==> src/lfdc_pkg.sv <==
// lfdc_pkg: shared types and constants of the line follower drive controller
// holds the command format passed from the decode front end to the slot generator
// no dependencies

package lfdc_pkg;

    localparam logic [3:0] MAX_TICKS = 4'd10;

    localparam logic [3:0] PAT_ALL        = 4'b1111;
    localparam logic [3:0] PAT_CENTRE     = 4'b0110;
    localparam logic [3:0] PAT_SL         = 4'b0100;
    localparam logic [3:0] PAT_SR         = 4'b0010;
    localparam logic [3:0] PAT_NONE       = 4'b0000;
    localparam logic [3:0] PAT_LEFT_OUT   = 4'b1000;
    localparam logic [3:0] PAT_LEFT_MID   = 4'b1100;
    localparam logic [3:0] PAT_LEFT_WIDE  = 4'b1110;
    localparam logic [3:0] PAT_RIGHT_OUT  = 4'b0001;
    localparam logic [3:0] PAT_RIGHT_MID  = 4'b0011;
    localparam logic [3:0] PAT_RIGHT_WIDE = 4'b0111;

    typedef enum logic [1:0] {
        CFG_FRAME_TICKS = 2'd0,
        CFG_FULL_ON     = 2'd1,
        CFG_MILD_ON     = 2'd2,
        CFG_RECOVER_ON  = 2'd3
    } cfg_index_t;

    typedef enum logic [3:0] {
        MODE_WAIT  = 4'b0001,
        MODE_RUN   = 4'b0010,
        MODE_PIV_L = 4'b0100,
        MODE_PIV_R = 4'b1000
    } mode_t;

    typedef enum logic [2:0] {
        DIR_NONE = 3'd0,
        DIR_PL   = 3'd1,
        DIR_PR   = 3'd2,
        DIR_SL   = 3'd3,
        DIR_SR   = 3'd4
    } dir_t;

    typedef enum logic [1:0] {
        CMD_ZERO       = 2'd0,
        CMD_WAIT       = 2'd1,
        CMD_FRAME      = 2'd2,
        CMD_FRAME_WAIT = 2'd3
    } cmd_kind_t;

    typedef enum logic [1:0] {
        SLOT_TICK = 2'd0,
        SLOT_WAIT = 2'd1,
        SLOT_ZERO = 2'd2
    } slot_kind_t;

    typedef struct packed {
        cmd_kind_t  kind;
        logic [3:0] lon;
        logic [3:0] ron;
        logic [3:0] flen;
    } cmd_t;

    localparam int CMD_W = $bits(cmd_t);

endpackage

==> src/line_follower_drive_controller.sv <==
// line_follower_drive_controller: top level of the line follower drive controller
// front end decode, command queue and slot generator; depends on lfdc_pkg and submodules
//
//   channel   direction  handshake          payload
//   s_        in         s_tvalid/s_tready  s_tdata: sensor_raw, start_button
//   m_        out        m_tvalid/m_tready  m_tdata: motor levels; m_tuser: slot kind; m_tlast
//   cfg_      in         cfg_we             cfg_index, cfg_wdata
//
// one result per cycle from the slot generator while the m_ side does not stall it; an item
// causes 1 to 11 results, the next command is loaded with the last result
// a sample is taken in the cycle it arrives while the command queue has room
// reset clears modes, direction, motor levels, queue and output valid flag
// a stalled m_ side fills the queue, then s_tready drops

module line_follower_drive_controller #(
    parameter int QUEUE_DEPTH = 2
) (
    input  logic       aclk,
    input  logic       aresetn,
    input  logic       s_tvalid,
    output logic       s_tready,
    input  logic [7:0] s_tdata,    // [3:0] sensor_raw, [4] start_button
    output logic       m_tvalid,
    input  logic       m_tready,
    output logic [7:0] m_tdata,    // [0] motor_left, [1] motor_right
    output logic [1:0] m_tuser,    // [1:0] slot_kind
    output logic       m_tlast,
    input  logic       cfg_we,
    input  logic [1:0] cfg_index,
    input  logic [3:0] cfg_wdata
);

    lfdc_pkg::cmd_t front_cmd, queue_cmd;
    logic           q_push, q_full, q_pop, q_empty;
    logic           motor_left, motor_right;
    logic [1:0]     slot_kind;

    lfdc_front u_front (
        .aclk         (aclk),
        .aresetn      (aresetn),
        .s_tvalid     (s_tvalid),
        .s_tready     (s_tready),
        .sensor_raw   (s_tdata[3:0]),
        .start_button (s_tdata[4]),
        .cfg_we       (cfg_we),
        .cfg_index    (cfg_index),
        .cfg_wdata    (cfg_wdata),
        .q_full       (q_full),
        .q_push       (q_push),
        .q_cmd        (front_cmd)
    );

    lfdc_cmd_fifo #(
        .DEPTH (QUEUE_DEPTH)
    ) u_queue (
        .aclk    (aclk),
        .aresetn (aresetn),
        .push    (q_push),
        .din     (front_cmd),
        .full    (q_full),
        .pop     (q_pop),
        .dout    (queue_cmd),
        .empty   (q_empty)
    );

    lfdc_back u_back (
        .aclk        (aclk),
        .aresetn     (aresetn),
        .q_empty     (q_empty),
        .q_cmd       (queue_cmd),
        .q_pop       (q_pop),
        .m_tvalid    (m_tvalid),
        .m_tready    (m_tready),
        .motor_left  (motor_left),
        .motor_right (motor_right),
        .slot_kind   (slot_kind),
        .last_of_run (m_tlast)
    );

    assign m_tdata = {6'b000000, motor_right, motor_left};
    assign m_tuser = slot_kind;

    a_kind_legal: assert property (@(posedge aclk) disable iff (!aresetn)
        m_tvalid |-> (slot_kind != 2'd3))
        else $error("illegal slot kind on output");

    a_reset_idle: assert property (@(posedge aclk)
        !aresetn |=> !m_tvalid)
        else $error("output valid right after reset");

    a_item_held: assert property (@(posedge aclk) disable iff (!aresetn)
        (s_tvalid && s_tready) |=> !q_empty)
        else $error("accepted sample lost before queue");

    a_out_held: assert property (@(posedge aclk) disable iff (!aresetn)
        (m_tvalid && !m_tready) |=> (m_tvalid && $stable(m_tdata) && $stable(m_tuser)
                                     && $stable(m_tlast)))
        else $error("output changed while stalled");

endmodule

==> src/lfdc_front.sv <==
// lfdc_front: accepts sensor samples, keeps run and pivot state, decodes commands
// holds the configuration registers; depends on lfdc_pkg

module lfdc_front (
    input  logic               aclk,
    input  logic               aresetn,
    input  logic               s_tvalid,
    output logic               s_tready,
    input  logic [3:0]         sensor_raw,
    input  logic               start_button,
    input  logic               cfg_we,
    input  logic [1:0]         cfg_index,
    input  logic [3:0]         cfg_wdata,
    input  logic               q_full,
    output logic               q_push,
    output lfdc_pkg::cmd_t     q_cmd
);

    logic [3:0]      frame_ticks_reg, full_on_reg, mild_on_reg, recover_on_reg;
    lfdc_pkg::mode_t mode_reg, mode_next;
    logic            seen_high_reg, seen_high_next;
    logic [3:0]      line_prev_reg, line_prev_next;
    logic [3:0]      pivot_prev_reg, pivot_prev_next;
    lfdc_pkg::dir_t  dir_reg, dir_next;
    logic [3:0]      sens, pat, flen;
    logic            accept;

    assign s_tready = !q_full;
    assign accept   = s_tvalid && s_tready;
    assign q_push   = accept;
    assign sens     = ~sensor_raw;
    assign flen     = (frame_ticks_reg > lfdc_pkg::MAX_TICKS) ? lfdc_pkg::MAX_TICKS
                                                                : frame_ticks_reg;

    always_ff @(posedge aclk) begin
        if (!aresetn) begin
            frame_ticks_reg <= 4'd10;
            full_on_reg     <= 4'd10;
            mild_on_reg     <= 4'd7;
            recover_on_reg  <= 4'd4;
        end else if (cfg_we) begin
            case (lfdc_pkg::cfg_index_t'(cfg_index))
                lfdc_pkg::CFG_FRAME_TICKS: frame_ticks_reg <= cfg_wdata;
                lfdc_pkg::CFG_FULL_ON:     full_on_reg     <= cfg_wdata;
                lfdc_pkg::CFG_MILD_ON:     mild_on_reg     <= cfg_wdata;
                lfdc_pkg::CFG_RECOVER_ON:  recover_on_reg  <= cfg_wdata;
                default: ;
            endcase
        end
    end

    always_comb begin
        mode_next       = mode_reg;
        seen_high_next  = seen_high_reg;
        line_prev_next  = line_prev_reg;
        pivot_prev_next = pivot_prev_reg;
        dir_next        = dir_reg;
        pat             = 4'd0;
        q_cmd.kind      = lfdc_pkg::CMD_ZERO;
        q_cmd.lon       = full_on_reg;
        q_cmd.ron       = full_on_reg;
        q_cmd.flen      = flen;
        case (mode_reg)
            lfdc_pkg::MODE_WAIT: begin
                if (!start_button && seen_high_reg) begin
                    mode_next = lfdc_pkg::MODE_RUN;
                end
                seen_high_next = start_button;
            end
            lfdc_pkg::MODE_RUN: begin
                pat            = sens & line_prev_reg;
                line_prev_next = sens;
                case (pat) inside
                    lfdc_pkg::PAT_CENTRE: begin
                        q_cmd.kind = lfdc_pkg::CMD_FRAME;
                    end
                    lfdc_pkg::PAT_LEFT_OUT, lfdc_pkg::PAT_LEFT_MID,
                    lfdc_pkg::PAT_LEFT_WIDE: begin
                        mode_next       = lfdc_pkg::MODE_PIV_L;
                        dir_next        = lfdc_pkg::DIR_PL;
                        pivot_prev_next = 4'd0;
                    end
                    lfdc_pkg::PAT_RIGHT_OUT, lfdc_pkg::PAT_RIGHT_MID,
                    lfdc_pkg::PAT_RIGHT_WIDE: begin
                        mode_next       = lfdc_pkg::MODE_PIV_R;
                        dir_next        = lfdc_pkg::DIR_PR;
                        pivot_prev_next = 4'd0;
                    end
                    lfdc_pkg::PAT_SL: begin
                        q_cmd.kind = lfdc_pkg::CMD_FRAME;
                        q_cmd.lon  = mild_on_reg;
                        dir_next   = lfdc_pkg::DIR_SL;
                    end
                    lfdc_pkg::PAT_SR: begin
                        q_cmd.kind = lfdc_pkg::CMD_FRAME;
                        q_cmd.ron  = mild_on_reg;
                        dir_next   = lfdc_pkg::DIR_SR;
                    end
                    lfdc_pkg::PAT_NONE: begin
                        q_cmd.kind = lfdc_pkg::CMD_FRAME;
                        if (dir_reg == lfdc_pkg::DIR_SL) begin
                            q_cmd.lon = recover_on_reg;
                        end else if (dir_reg == lfdc_pkg::DIR_SR) begin
                            q_cmd.ron = recover_on_reg;
                        end
                    end
                    lfdc_pkg::PAT_ALL: begin
                        q_cmd.kind = (dir_reg == lfdc_pkg::DIR_NONE) ?
                                     lfdc_pkg::CMD_FRAME_WAIT : lfdc_pkg::CMD_WAIT;
                    end
                    default: begin
                        q_cmd.kind = lfdc_pkg::CMD_WAIT;
                    end
                endcase
            end
            default: begin
                pat             = sens & pivot_prev_reg;
                pivot_prev_next = sens;
                if (pat inside {lfdc_pkg::PAT_SL, lfdc_pkg::PAT_SR, lfdc_pkg::PAT_CENTRE})
                begin
                    mode_next = lfdc_pkg::MODE_RUN;
                end else if (mode_reg == lfdc_pkg::MODE_PIV_L) begin
                    q_cmd.kind = lfdc_pkg::CMD_FRAME;
                    q_cmd.lon  = 4'd0;
                end else begin
                    q_cmd.kind = lfdc_pkg::CMD_FRAME;
                    q_cmd.ron  = 4'd0;
                end
            end
        endcase
    end

    always_ff @(posedge aclk) begin
        if (!aresetn) begin
            mode_reg       <= lfdc_pkg::MODE_WAIT;
            seen_high_reg  <= 1'b0;
            line_prev_reg  <= 4'd0;
            pivot_prev_reg <= 4'd0;
            dir_reg        <= lfdc_pkg::DIR_NONE;
        end else if (accept) begin
            mode_reg       <= mode_next;
            seen_high_reg  <= seen_high_next;
            line_prev_reg  <= line_prev_next;
            pivot_prev_reg <= pivot_prev_next;
            dir_reg        <= dir_next;
        end
    end

endmodule

==> src/lfdc_cmd_fifo.sv <==
// lfdc_cmd_fifo: short register queue of decoded commands
// sits between front end and slot generator; depends on lfdc_pkg

module lfdc_cmd_fifo #(
    parameter int DEPTH = 2
) (
    input  logic            aclk,
    input  logic            aresetn,
    input  logic            push,
    input  lfdc_pkg::cmd_t  din,
    output logic            full,
    input  logic            pop,
    output lfdc_pkg::cmd_t  dout,
    output logic            empty
);

    localparam int PTR_W = (DEPTH > 1) ? $clog2(DEPTH) : 1;
    localparam int CNT_W = $clog2(DEPTH + 1);

    lfdc_pkg::cmd_t   mem_reg [DEPTH];
    logic [PTR_W-1:0] wr_ptr_reg, rd_ptr_reg;
    logic [CNT_W-1:0] count_reg;
    logic             do_push, do_pop;

    assign full    = (count_reg == CNT_W'(DEPTH));
    assign empty   = (count_reg == '0);
    assign do_push = push && !full;
    assign do_pop  = pop && !empty;
    assign dout    = mem_reg[rd_ptr_reg];

    always_ff @(posedge aclk) begin
        if (do_push) begin
            mem_reg[wr_ptr_reg] <= din;
        end
    end

    always_ff @(posedge aclk) begin
        if (!aresetn) begin
            wr_ptr_reg <= '0;
            rd_ptr_reg <= '0;
            count_reg  <= '0;
        end else begin
            if (do_push) begin
                wr_ptr_reg <= (wr_ptr_reg == PTR_W'(DEPTH - 1)) ? '0 : wr_ptr_reg + 1'b1;
            end
            if (do_pop) begin
                rd_ptr_reg <= (rd_ptr_reg == PTR_W'(DEPTH - 1)) ? '0 : rd_ptr_reg + 1'b1;
            end
            if (do_push && !do_pop) begin
                count_reg <= count_reg + 1'b1;
            end else if (do_pop && !do_push) begin
                count_reg <= count_reg - 1'b1;
            end
        end
    end

endmodule

==> src/lfdc_back.sv <==
// lfdc_back: turns commands into pwm tick, wait and zero-time slots
// keeps the motor levels and the output register; depends on lfdc_pkg

module lfdc_back (
    input  logic            aclk,
    input  logic            aresetn,
    input  logic            q_empty,
    input  lfdc_pkg::cmd_t  q_cmd,
    output logic            q_pop,
    output logic            m_tvalid,
    input  logic            m_tready,
    output logic            motor_left,
    output logic            motor_right,
    output logic [1:0]      slot_kind,
    output logic            last_of_run
);

    lfdc_pkg::cmd_t cmd_reg;
    logic           busy_reg, busy_next;
    logic [3:0]     cnt_reg, cnt_next;
    logic           tail_reg, tail_next;
    logic           left_reg, right_reg;
    logic           m_valid_reg;
    logic           out_left_reg, out_right_reg, out_last_reg;
    logic [1:0]     out_kind_reg;
    logic           emit, load;
    logic           res_left, res_right, res_last;
    lfdc_pkg::slot_kind_t res_kind;
    logic           has_tail, last_tick;

    assign emit      = busy_reg && (!m_valid_reg || m_tready);
    assign has_tail  = (cmd_reg.kind == lfdc_pkg::CMD_FRAME_WAIT);
    assign last_tick = (cnt_reg == 4'(cmd_reg.flen - 4'd1));

    always_comb begin
        res_left  = left_reg;
        res_right = right_reg;
        res_kind  = lfdc_pkg::SLOT_ZERO;
        res_last  = 1'b1;
        cnt_next  = cnt_reg;
        tail_next = tail_reg;
        if (tail_reg) begin
            res_kind = lfdc_pkg::SLOT_WAIT;
        end else begin
            case (cmd_reg.kind)
                lfdc_pkg::CMD_ZERO: res_kind = lfdc_pkg::SLOT_ZERO;
                lfdc_pkg::CMD_WAIT: res_kind = lfdc_pkg::SLOT_WAIT;
                default: begin
                    if (cmd_reg.flen == 4'd0) begin
                        if (cmd_reg.lon != 4'd0) res_left = 1'b1;
                        if (cmd_reg.ron != 4'd0) res_right = 1'b1;
                        res_kind  = lfdc_pkg::SLOT_ZERO;
                        res_last  = !has_tail;
                        tail_next = has_tail;
                    end else begin
                        res_left  = (cnt_reg < cmd_reg.lon);
                        res_right = (cnt_reg < cmd_reg.ron);
                        res_kind  = lfdc_pkg::SLOT_TICK;
                        res_last  = last_tick && !has_tail;
                        cnt_next  = cnt_reg + 4'd1;
                        tail_next = last_tick && has_tail;
                    end
                end
            endcase
        end
    end

    assign load  = (!busy_reg || (emit && res_last)) && !q_empty;
    assign q_pop = load;

    always_comb begin
        busy_next = busy_reg;
        if (load) begin
            busy_next = 1'b1;
        end else if (emit && res_last) begin
            busy_next = 1'b0;
        end
    end

    always_ff @(posedge aclk) begin
        if (load) begin
            cmd_reg <= q_cmd;
        end
        if (load) begin
            cnt_reg <= 4'd0;
        end else if (emit) begin
            cnt_reg <= cnt_next;
        end
        if (emit) begin
            out_left_reg  <= res_left;
            out_right_reg <= res_right;
            out_kind_reg  <= res_kind;
            out_last_reg  <= res_last;
        end
    end

    always_ff @(posedge aclk) begin
        if (!aresetn) begin
            busy_reg    <= 1'b0;
            tail_reg    <= 1'b0;
            left_reg    <= 1'b0;
            right_reg   <= 1'b0;
            m_valid_reg <= 1'b0;
        end else begin
            busy_reg <= busy_next;
            if (load) begin
                tail_reg <= 1'b0;
            end else if (emit) begin
                tail_reg <= tail_next;
            end
            if (emit) begin
                left_reg  <= res_left;
                right_reg <= res_right;
            end
            if (emit) begin
                m_valid_reg <= 1'b1;
            end else if (m_tready) begin
                m_valid_reg <= 1'b0;
            end
        end
    end

    assign m_tvalid    = m_valid_reg;
    assign motor_left  = out_left_reg;
    assign motor_right = out_right_reg;
    assign slot_kind   = out_kind_reg;
    assign last_of_run = out_last_reg;

endmodule
==> config.mk <==
export PLATFORM = sky130hd
export DESIGN_NAME = line_follower_drive_controller
export DESIGN_NICKNAME = d
export VERILOG_FILES = /design/src/lfdc_pkg.sv /design/src/line_follower_drive_controller.sv /design/src/lfdc_front.sv /design/src/lfdc_cmd_fifo.sv /design/src/lfdc_back.sv
export SDC_FILE = /design/constraint.sdc
export NUM_CORES = 1
export LEC_CHECK = 0
export ABC_AREA = 1
export BUFFER_PORTS_ARGS = -buffer_cell sky130_fd_sc_hd__buf_2
export CAP_MARGIN = 25
export CORE_UTILIZATION = 45
export DETAILED_ROUTE_END_ITERATION = 7
export SYNTH_ARGS = -nofsm -noshare
export SYNTH_HDL_FRONTEND = slang
export SYNTH_SLANG_ARGS = --single-unit
==> constraint.sdc <==
create_clock -name aclk -period 2.3 [get_ports aclk]
set_input_delay 0.345 -clock aclk [delete_from_list [all_inputs] [get_ports aclk]]
set_output_delay 0.345 -clock aclk [all_outputs]
set_load 0.05 [all_outputs]
Word level (Yosys, flattened, before mapping). Memories as Yosys holds them, arrays and structs flattened. A register that Yosys moved wholly into a read port is not among the register bits. Index checks and enable logic that the tools add are counted.

Register bits: 50. Bits in writable memories: 28. Input port bits: 19. Output and inout port bits: 13. Logic and storage cells: 186. Memories kept: 1.

$add $sub $neg: 6. Magnitude comparators: 3. Eq/ne operators: 28. Multiplexer cells: 68. Bitwise gates (word level): 9. Reductions and logical operators: 49.

Memory list: u_queue.mem_reg (words 2, bits a word 14, rd ports 1, clocked after Yosys merged registers in 1, wr ports 1, RTL line lfdc_cmd_fifo.sv:20) `lfdc_pkg::cmd_t mem_reg [DEPTH];`.

Operator list (number): 2-to-1 mux 4 bit (26); equality test 4 x 3 -> 1 bit (second input constant) (6); 2-to-1 mux 1 bit (22); 2-to-1 mux 2 bit (11); one-hot mux 10 bit (2 select lines) (1); equality test 4 x 2 -> 1 bit (second input constant) (4); equality test 4 bit (second input constant) (4); one-hot mux 4 bit (2 select lines) (2); 2-to-1 mux 3 bit (4); AND reduction 2 bit (6); AND reduction 4 bit (3); nonzero test 4 bit (3); logical AND 1 bit (11); 2-to-1 mux 10 bit (1); AND 4 bit (2); equality test 2 bit (second input constant) (4); equality test 4 x 1 -> 1 bit (second input constant) (2); logical NOT 1 bit (8); logical NOT 4 bit (2); less-than comparator 4 bit (2); logical NOT 2 bit (3); inverter 1 bit (6); nonzero test 2 bit (3); nonzero test 3 bit (2); other kinds (20) (25).

Longest topological paths before layout. Gate-level depths: netlist of the first run.

Depth in word-level cells: 13. Gate-level depth with buffers: 20. Gate-level depth less buffers: 20.

Modules after synthesis. Synthesis of the first run repeated with hierarchy kept, for this count alone.

Cell total of the unflattened synthesis: 532. Area, all modules: 4648.2 µm².

Modules (own cells, without submodules): lfdc_front (times used 1, cells an instance 299, area each 1961.9 µm², sequential area each 640.6 µm²); lfdc_back (times used 1, cells an instance 143, area each 1367.6 µm², sequential area each 750.7 µm²); lfdc_cmd_fifo (times used 1, cells an instance 81, area each 1255.0 µm², sequential area each 940.9 µm²); line_follower_drive_controller (times used 1, cells an instance 9, area each 63.8 µm², sequential area each 0.0 µm²).

Least setup slack after synthesis of the first run. OpenSTA, ideal clock, no wires.

Path type: reg2reg. From: register u_queue.count_reg[0]. To: memory u_queue.mem_reg[1][0] in the netlist's numbering (enable). Setup time: 386 ps. Data arrival time: 1877 ps. Required time: 1914 ps. Setup slack: 37 ps. Stages on the path, launching flop included: 5. Path buffers: 0. Period minus slack after synthesis: 2263 ps. Cell sequence: dfxtp_1 inv_1 nand2_1 nand2_1 nor2_1.

Longest elaborated chain between the ends: 6.

Ends and longest elaborated chain: start, declared (RTL line lfdc_cmd_fifo.sv:22) `logic [CNT_W-1:0] count_reg;`; start signal, assigned (RTL line lfdc_cmd_fifo.sv:50) `count_reg <= count_reg + 1'b1;`; start signal, assigned (RTL line lfdc_cmd_fifo.sv:52) `count_reg <= count_reg - 1'b1;`; equality test 2 bit (*) (RTL line lfdc_cmd_fifo.sv:25) `assign full = (count_reg == CNT_W'(DEPTH));`; logical NOT 1 bit (*) (RTL line lfdc_front.sv:28) `assign s_tready = !q_full;`; named net s_tready (RTL line line_follower_drive_controller.sv:21) `output logic s_tready,`; logical AND 1 bit (RTL line lfdc_front.sv:29) `assign accept = s_tvalid && s_tready;`; logical AND 1 bit (*) (RTL line lfdc_cmd_fifo.sv:27) `assign do_push = push && !full;`; 2-to-1 mux 1 bit (*) (RTL line lfdc_cmd_fifo.sv:32) `if (do_push) begin`; 2-to-1 mux 1 bit (implied by the code) (*) (RTL line lfdc_cmd_fifo.sv:33) `mem_reg[wr_ptr_reg] <= din;`; end, declared (RTL line lfdc_cmd_fifo.sv:20).

Mark *: on every way through the listed nets, which the timed path passes. The rest lies on a longest branch.

Final worst setup path of the first run.
From: register, netlist name u_back.cmd_reg[0]. To: register u_queue.count_reg[0].

Longest elaborated chain between the ends: 13. Elaborated cells between the ends (all ways): 16. Those cells by class: 1 x add/sub; 1 x eq/ne; 4 x mux; 10 x reduce/logical.

Ends and longest elaborated chain: subtractor 4 x 1 -> 4 bit (RTL line lfdc_back.sv:33) `assign last_tick = (cnt_reg == 4'(cmd_reg.flen - 4'd1));`; equality test 4 bit (RTL line lfdc_back.sv:33); logical AND 1 bit (RTL line lfdc_back.sv:59) `res_last = last_tick && !has_tail;`; 2-to-1 mux 1 bit (*) (RTL line lfdc_back.sv:49) `if (cmd_reg.flen == 4'd0) begin`; 2-to-1 mux 1 bit (*) (RTL line lfdc_back.sv:45) `case (cmd_reg.kind)`; 2-to-1 mux 1 bit (*) (RTL line lfdc_back.sv:42) `if (tail_reg) begin`; named net u_back.res_last (RTL line lfdc_back.sv:27) `logic res_left, res_right, res_last;`; logical AND 1 bit (*) (RTL line lfdc_back.sv:68) `assign load = (!busy_reg || (emit && res_last)) && !q_empty;`; logical OR 1 bit (*) (RTL line lfdc_back.sv:68); logical AND 1 bit (*) (RTL line lfdc_back.sv:68); logical AND 1 bit (*) (RTL line lfdc_cmd_fifo.sv:28) `assign do_pop = pop && !empty;`; logical NOT 1 bit (RTL line lfdc_cmd_fifo.sv:49) `if (do_push && !do_pop) begin`; logical AND 1 bit (RTL line lfdc_cmd_fifo.sv:49); 2-to-1 mux 2 bit / nonzero test 2 bit (equally long branches).

Marked as above. A chain may end at the register's enable or synchronous reset.

==> results of run 1 <==
## power by group
part	switching [uW]	internal (uW)
Clock	545	831
Combinational	1290	885
Sequential	219	2270
Total	2050	3990
## timing repair
action,CTS,global route
buffers inserted,2,1
pin swaps,5,3
hold buffers,0,0
endpoints found under the setup margin,1,16
gates resized for setup,4,8
gates cloned,0,1
## metal layers
metal / vias to the layer above / wire length [um] / global-route usage [%]
met3: 8 / 254 / 4.04
met2: 46 / 4100 / 30.9
met4: 0 / 86 / 6.67
li1: 1653 / - / -
met1: 1453 / 3700 / 21.8
met5: - / 0 / 0
## cell usage in the layout, fill, tap and decap left out, types with 4 or more instances in the layout
cell type	n
a21oi_1	29
buf_2	22
buf_4	13
bufinv_16	4
clkbuf_8	9
conb_1	6
dfxtp_1	45
edfxtp_1	47
ha_1	7
inv_1	59
inv_2	6
mux2_2	14
nand2_1	94
nand3_1	30
nor2_1	31
nor3_1	7
o211ai_1	14
o21ai_0	25
o21ai_1	5
o22ai_1	4
xor2_1	4
## final timing paths
check	start	end	slack, ns
worst min-delay path	s_tdata[1]	u_front.line_prev_reg[1]	0.16
worst max register to register	u_back.cmd_reg[0]	u_queue.count_reg[0]	0.07
worst min register to register	u_front.recover_on_reg[0]	u_front.recover_on_reg[0]	0.47
worst max-delay path	u_back.cmd_reg[0]	u_queue.count_reg[0]	0.07
## metrics by stage
stage                     cells  setup TNS (ns)
after floorplan             477               0
after global placement      624               0
after detailed placement    624         -0.0936
after CTS                   642         -0.0166
after global routing        644          -0.499
final                       644               0
## area by class of cell
cell class	count	area (um^2)
clock buffers	11	131
clock inverters	5	125
fillers	881	4260
inverters	67	255
multi-input cells	302	1720
flip-flops and latches	92	2310
well taps	129	161
repair buffers	38	273
## worst max-delay path: cells and delay by family (launching register included)
kind	cells	cell delay, ns
AND/OR/NAND/NOR	10	0.71
adder cells (fa/ha/maj)	2	0.49
flip-flops	1	0.41
XOR/XNOR	2	0.27
buffers and inverters	2	0.21
## cells by family after synthesis
logic type | after synthesis
and+or+nand+nor | 179
DFF | 92
AOI/OAI and AO/OA | 90
buffers and inverters | 83
muxes | 14
adders and majority gates | 9
xor gates and xnor gates | 4
other | 1
==> summary.txt, run 1 <==
CTS
  • Skew-Pair Late Insertion Delay: 0.36 ns
  • Clock slew at reported path FFs: 0.09 ns
  • CTS tree: yes
  • Clock Sinks: 92
  • CTS max path bufs: 2
  • CTS H-tree lvls: 3
  • CTS buffer count: 9
  • Clock tree root buffer cell: clkbuf_8

STA
  • Worst hold margin: 0.164 ns
  • Final hold viol count: 0
  • Max-slew violation count: 0
  • Max-slew headroom: 54.7%
  • Setup ws final: 0.0663 ns
  • RSZ-0062 raised after global routing: yes
  • Final min period: 2.23 ns
  • Final Skew: 0.0113 ns
  • Final setup viols: 0
  • Fin crit share: 97.1%
  • Maximum clock rate: 448 MHz
  • Slew at the pin closest to its max-slew limit: 0.679 ns

Power
  • PnR Total Power: 6040 uW
  • Pwr Density: 1210 nW/um^2
  • Worst IR Drop VDD: 426 uV
  • Leak Pwr: 0.00209 uW

Synthesis
  • #FFs+latches synth: 92
  • Yosys warning total: 0
  • Post-Syn Area: 4310 um^2
  • Synth top area share: 32.8%
  • Post-Synth XOR/XNOR Area: 0.813%
  • Sequential-to-total area share from yosys stat: 53.7%
  • Synth Area in Compound Gates: 12.1%
  • Asr flop ratio synth: 0%
  • Yosys cell types: 36
  • Mapped Cells: 472
  • Commonest cells post-synth: 96 x nand2_1, 61 x inv_1, 47 x edfxtp_1
  • Mux contribution to synthesized area: 3.66%
  • Area contributors post-synth: edfxtp_1 33%, dfxtp_1 21%, nand2_1 8.4%
  • Avg Inst Size Synth: 9.13 um^2
  • Area leader, netlist: edfxtp_1
  • Most numerous cell in the Yosys netlist: nand2_1
  • Post-Synth Simple-Gate Area: 19.1%
  • EDFF count, synth: 47
  • Top_reg_cell synth: edfxtp_1
  • Largest family of logic cells by synthesized area: simple AND/OR/NAND/NOR gates
  • Adder-cell share of the synthesized area: 2.61%

Setup path
  • R2R depth: 16
  • Worst-path maximum fanout: 2
  • Most used cell, CP: nand2_1
  • Worst path arrival time: 2.46 ns
  • Delay of the slowest critical-path stage: 0.41 ns
  • CP Launch Type: flip-flop
  • Slowest cell on crit path: edfxtp_1
  • Crit path capture type: flip-flop
  • Crit path required time: 2.53 ns
  • Crit path cell chain: inv_2 > ha_4 > xor2_1 > nand2_1 > nor2_1 > nand2_1 > nand2_1 > nand2_1 > nand2_1 > nand2_1 > nand2_2 > nand2_2 > ha_4 > buf_4 > xor2_1 > nor2_1
  • CP Class: flip-flop to flip-flop

Floorplan
  • Chip height: 99.9 um
  • Die ar.: 9970 um^2
  • FP Rows: 35
  • Die width: 99.9 um
  • Starting Density: 46.6%
  • Top-level I/O count: 32
  • Core box area: 9240 um^2

Placed design
  • Buffers on Ports: 22
  • Pre-CTS WS: -0.0936 ns
  • Dpl hpwl: 5890 um
  • Gpl congestion: 0.882
  • Placed inst area: 4610 um^2

Global routing
  • Largest net degree at the start of global routing: 20
  • GRT overflow: 0
  • First-pass GRT wire length: 13,900 um
  • Number of global-route vias before repair: 3,142
  • All-layer global routing usage: 17.9%
  • Initial antenna violation count: 0

Layout
  • Util after Layout: 53.9%
  • Area grow syn2layout: 15.6%
  • Largest register FFs: 28
  • Layout cell share with drive strength beyond 1: 17.9%
  • Layout net count: 538
  • Cell area after layout: 4980 um^2
  • N_diodes: 0

Routing
  • Routed wire length: 8140 um
  • DRT antenna net count: 0
  • First-pass iteration count of the detailed router: 4
  • Via count: 3,160
  • Wire per inst: 12.6 um
  • Initial DRC Count: 80
  • Drt drc: 0
  • Vias per inst: 4.91

Min path
  • Hold path depth: 2
  • Hold Crit Class: input pin to flip-flop

Status
  • Status: finished, final reports clean

Flow run
  • MaxCap Viol Count: 0
Power figures use the tool's default switching activity.
==> run 2, diff against run 1 <==
RECOVER_POWER = 100   (was not set)
clock period = 2.5 ns   (was 2.3 ns; I/O delays follow)
==> run 2 against run 1 <==
Compared with the run above: clock skew is 0.0035 ns lower; critical path depth grew 1; flip-flop and latch count unchanged; final area shrank 5.2%; global-route usage decreased by 0.88 points; final cell count shrank 0.93%; die area is the same; non-clock buffer count shrank 6; critical endpoint is now u_queue.count_reg[1]; largest power group unchanged; highest routed layer unchanged.
==> summary.txt, run 2 (same netlist as run 1, synthesis figures left out) <==
Floorplan
  • Starting Density: 46.6%
  • Chip height: 99.9 um
  • Core box area: 9240 um^2
  • Die ar.: 9970 um^2
  • Top-level I/O count: 32
  • FP Rows: 35
  • Die width: 99.9 um

Setup path
  • Crit path required time: 2.74 ns
  • Flop-to-flop setup slack: 0.17 ns
  • Worst-path maximum fanout: 3
  • RR Endpoint: u_queue.count_reg[1]
  • Delay of the slowest critical-path stage: 0.40 ns
  • Crit path depth: 17
  • CP Class: flip-flop to flip-flop
  • Worst r2r src: u_back.cmd_reg[0]
  • Crit path capture type: flip-flop
  • Worst path arrival time: 2.57 ns
  • Crit path from: u_back.cmd_reg[0]
  • Slowest cell on crit path: edfxtp_1
  • Crit path cell chain: inv_1 > ha_1 > xor2_1 > nand2_1 > nor2_2 > nand2_1 > nand2_1 > nand2_1 > nand2_1 > nand2_1 > nand2_2 > nand2_4 > ha_4 > a21oi_2 > o21ai_1 > o21ai_1 > a21oi_1
  • CP bufs+invs: 1
  • R2R depth: 17
  • CP delay by family, top: simple AND/OR/NAND/NOR gates
  • Most used cell, CP: nand2_1
  • CP Launch Type: flip-flop
  • Crit path capture: u_queue.count_reg[1]

Global routing
  • GRT overflow: 0
  • All-layer global routing usage: 17.0%
  • First-pass GRT wire length: 13,300 um
  • Number of global-route vias before repair: 3,036
  • Largest net degree at the start of global routing: 18
  • Initial antenna violation count: 0

Placed design
  • Cell count after placement: 619
  • Buffers on Ports: 22
  • Dpl hpwl: 5650 um
  • Gpl congestion: 0.862

Status
  • Status: finished, final reports clean

CTS
  • Clock Sinks: 92
  • Clock tree root buffer cell: clkbuf_8
  • CTS Hold Bufs: 0
  • CTS buffer count: 9
  • CTS H-tree lvls: 3
  • CTS tree: yes
  • CTS max path bufs: 2
  • Clock slew at reported path FFs: 0.08 ns
  • Skew-Pair Late Insertion Delay: 0.35 ns

STA
  • Final min period: 2.33 ns
  • Final hold viol count: 0
  • Post-Route Setup TNS: 0 ns
  • Max-slew headroom: 45.4%
  • Slew at the pin closest to its max-slew limit: 0.819 ns
  • Fin crit share: 93.2%
  • Worst hold margin: 0.212 ns
  • Final Skew: 0.00782 ns
  • RSZ-0062 raised after global routing: no
  • Final setup viols: 0
  • Max-slew violation count: 0
  • Maximum clock rate: 429 MHz

Routing
  • Wire per inst: 11.9 um
  • Routed wire length: 7610 um
  • Drt drc: 0
  • DRT antenna net count: 0
  • Via count: 3,162
  • Initial DRC Count: 113
  • Vias per inst: 4.96
  • First-pass iteration count of the detailed router: 4

Layout
  • Area of the multi-input gates: 1670 um^2
  • Largest register FFs: 28
  • FF/Latch Area: 2310 um^2
  • Area grow syn2layout: 9.58%
  • N_diodes: 0
  • Post-Layout Cell Count: 638
  • Layout cell share with drive strength beyond 1: 12.2%
  • Fillers: 892
  • Most common cell after layout, fill and taps aside: nand2_1
  • Layout net count: 532
  • Commonest non-fill, non-tap cells in the layout: 94 x nand2_1, 62 x inv_1, 47 x edfxtp_1, 45 x dfxtp_1, 32 x nor2_1

Flow run
  • MaxCap Viol Count: 0

Min path
  • Hold Crit Class: input pin to flip-flop

Power
  • Pwr Density: 1020 nW/um^2
  • Leak Pwr: 0.00196 uW
  • Worst IR Drop VDD: 398 uV
## run 2: cell types whose count changed in the layout (fill, tap and decap cells not counted), moves of 2 or more
cell       before  now
inv_2           6    4
bufinv_16       4    0
clkbuf_1        2   16
inv_1          59   62
clkinv_1        1    4
nor2_4          3    1
buf_2          22   12
buf_4          13    4
buf_12          2    0
clkinv_4        0    2
## run 2: power by group
part           internal [uW]  total (uW)  switching [uW]
clock                    383         870             487
combinational            584        1650            1070
sequential              2090        2290             202
total                   3060        4820            1760
## run 2: timing repair
item,4_1_cts,5_1_grt
setup endpoints to repair,1,1
hold endpoints to repair,0,0
buffers inserted,1,2
cloned,0,0
gates resized for setup,3,6
pin swaps,0,3
## run 2: final cells by class
cell class	count	share of cell area (%)
Sequential cell	92	49.0
Multi-Input combinational cell	302	35.4
Inverter	67	5.33
Tap cell	129	3.42
Timing Repair Buffer	32	3.26
Clock buffer	11	2.99
Clock inverter	5	0.609
## run 2: worst min-delay path by stage
stage,startpoint,endpoint,slack (ns),depth (start not counted)
3_3_place_gp,u_front.pivot_prev_reg[1],u_front.pivot_prev_reg[1],0.45,2
2_1_floorplan,u_front.pivot_prev_reg[0],u_front.pivot_prev_reg[0],0.44,2
3_5_place_dp,u_front.pivot_prev_reg[3],u_front.pivot_prev_reg[3],0.46,2
4_1_cts,s_tdata[1],u_front.line_prev_reg[1],0.18,2
6_report,s_tdata[1],u_front.line_prev_reg[1],0.21,2
5_1_grt,s_tdata[0],u_front.line_prev_reg[0],0.19,2
## run 2: stage by stage
step	setup WS, ns	total power [uW]	utilization, %	cell area, um^2
final	0.169	4820	51.1	4720
after global placement	0.107	3940	49.4	4560
after CTS	0.0307	4900	51.3	4740
after global routing	0.00634	5190	51.1	4720
after floorplan	0.237	3610	-	4330
after detailed placement	-0.0584	3990	49.4	4560
## run 2: per-layer routing
metal | part of all wire (%) | GRT usage, % | vias to the layer above
li1 | - | - | 1645
met3 | 3.4 | 4.87 | 8
met1 | 47 | 20.1 | 1445
met4 | 1.1 | 6.56 | 0
met5 | 0 | 0 | -
met2 | 49 | 29.2 | 64
==> run 3, diff against run 2 <==
CTS_CLUSTER_DIAMETER = 50   (was not set)
clock period = 1.9 ns   (was 2.5 ns; I/O delays follow)
==> run 3 against run 2 <==
Compared with the run above: the run now ends with negative setup slack left; via count rose by 2.1%; non-clock buffer count rose by 17; setup slack got worse by 0.43 ns; critical path depth did not move; critical path type unchanged; largest cell class unchanged.
==> summary.txt, run 3 (same netlist as run 1, synthesis figures left out) <==
Routing
  • Via count: 3,227
  • Routed wire length: 8050 um
  • Initial DRC Count: 145
  • Drt drc: 0
  • Wire per inst: 12.3 um
  • Vias per inst: 4.93
  • First-pass iteration count of the detailed router: 5
  • DRT antenna net count: 0

Floorplan
  • Starting Density: 46.6%
  • Chip height: 99.9 um
  • FP Rows: 35
  • Die ar.: 9970 um^2
  • Core box area: 9240 um^2
  • Die width: 99.9 um
  • Top-level I/O count: 32

Setup path
  • Slowest cell on crit path: edfxtp_1
  • Crit path capture type: flip-flop
  • Worst-path maximum fanout: 2
  • Crit path required time: 2.15 ns
  • CP Launch Type: flip-flop
  • CP Class: flip-flop to flip-flop
  • Most used cell, CP: nand2_1
  • Crit path cell chain: inv_2 > ha_4 > xor2_2 > nand2_1 > nor2_1 > nand2_1 > nand2_2 > nand2_1 > nand2_1 > nand2_1 > nand2_2 > nand2_4 > ha_4 > a21oi_2 > o21ai_2 > o21ai_1 > a21oi_1
  • CP bufs+invs: 1
  • CP delay by family, top: simple AND/OR/NAND/NOR gates
  • Delay of the slowest critical-path stage: 0.43 ns
  • Worst path arrival time: 2.41 ns

STA
  • Max-slew headroom: 45.9%
  • RSZ-0062 raised after global routing: yes
  • Worst hold margin: 0.110 ns
  • Final hold viol count: 0
  • Final setup viols: 25
  • Post-Route Setup TNS: -4.64 ns
  • Slew at the pin closest to its max-slew limit: 0.811 ns
  • Final Skew: 0.0135 ns
  • Fin crit share: 114%
  • Final min period: 2.17 ns
  • Maximum clock rate: 462 MHz
  • Max-slew violation count: 0
  • Setup ws final: -0.265 ns

Layout
  • Most common cell after layout, fill and taps aside: nand2_1
  • Layout net count: 549
  • Commonest non-fill, non-tap cells in the layout: 94 x nand2_1, 60 x inv_1, 47 x edfxtp_1, 45 x dfxtp_1, 30 x nand3_1
  • N_diodes: 0
  • Area grow syn2layout: 14.9%
  • Layout cell share with drive strength beyond 1: 17.3%
  • Post-Layout Cell Count: 655
  • Largest register FFs: 28

Status
  • Status: finished, violations left
  • Failing checks: negative setup slack

Placed design
  • Gpl congestion: 0.781
  • Cell count after placement: 636
  • Buffers on Ports: 22
  • Dpl hpwl: 5930 um

Min path
  • Hold Crit Class: input pin to flip-flop

CTS
  • CTS tree: yes
  • CTS buffer count: 9
  • Skew-Pair Late Insertion Delay: 0.35 ns
  • CTS Hold Bufs: 0
  • Clock Sinks: 92
  • CTS max path bufs: 2
  • CTS H-tree lvls: 3
  • Clock tree root buffer cell: clkbuf_8
  • Clock slew at reported path FFs: 0.09 ns

Power
  • Pwr Density: 1380 nW/um^2
  • PnR Total Power: 6850 uW
  • Worst IR Drop VDD: 671 uV
  • Leak Pwr: 0.00205 uW

Global routing
  • Initial antenna violation count: 0
  • Number of global-route vias before repair: 3,074
  • GRT overflow: 0
  • Largest net degree at the start of global routing: 18
  • All-layer global routing usage: 17.4%
  • First-pass GRT wire length: 13,600 um

Flow run
  • MaxCap Viol Count: 0
-- run 3: power breakdown --
| group | switching (uW) | internal [uW] |
|---|---|---|
| registers | 214 | 2750 |
| clock network | 665 | 613 |
| logic | 1590 | 1010 |
| total | 2470 | 4380 |
-- run 3: routing by layer --
metal	share of wire (%)	global-route usage, %	vias to the layer above
met2	49	30.0	48
met3	2.6	5.01	7
met4	0.91	5.09	0
li1	-	-	1679
met5	0	0	-
met1	48	21.0	1493
-- run 3: what timing repair did --
item,4_1_cts,5_1_grt
endpoints found under the setup margin,22,29
gates resized for setup,4,7
endpoints found under the hold margin,0,0
pin swaps,6,5
buffers inserted,0,3
-- run 3: area by class of cell --
cell class / count / area [um^2]
Clock buffer: 10 / 128
Clock inverter: 6 / 65.1
Fill cell: 861 / 4290
Inverter: 67 / 255
Multi-Input combinational cell: 302 / 1730
Sequential cell: 92 / 2310
Tap cell: 129 / 161
Timing Repair Buffer: 49 / 299
-- run 3: worst paths after layout --
kind | cells after the start | end | start | slack (ns)
worst max-delay path | 17 | u_queue.count_reg[1] | u_back.cmd_reg[0] | -0.27
worst min-delay path | 2 | u_front.line_prev_reg[0] | s_tdata[0] | 0.11
worst max register to register | 17 | u_queue.count_reg[1] | u_back.cmd_reg[0] | -0.27
worst min register to register | 2 | u_front.pivot_prev_reg[0] | u_front.pivot_prev_reg[0] | 0.47
-- run 3: metrics by stage --
step	area (um^2)	utilization, %	worst slack [ns]
floorplan	4380	-	-0.152
CTS	4960	53.7	-0.271
finish	4950	53.6	-0.265
global route	4950	53.6	-0.447
global placement	4750	51.4	-0.235
detailed placement	4750	51.4	-0.309
-- run 3: worst reg2reg max path, stage by stage (launching register included) --
cell      delay, ns
edfxtp_1       0.43
inv_2          0.11
ha_4           0.21
xor2_2         0.13
nand2_1        0.06
nor2_1         0.09
nand2_1        0.06
nand2_2        0.07
nand2_1        0.05
nand2_1        0.07
nand2_1        0.06
nand2_2        0.09
nand2_4        0.06
ha_4           0.22
a21oi_2        0.11
o21ai_2        0.07
o21ai_1        0.13
a21oi_1        0.05
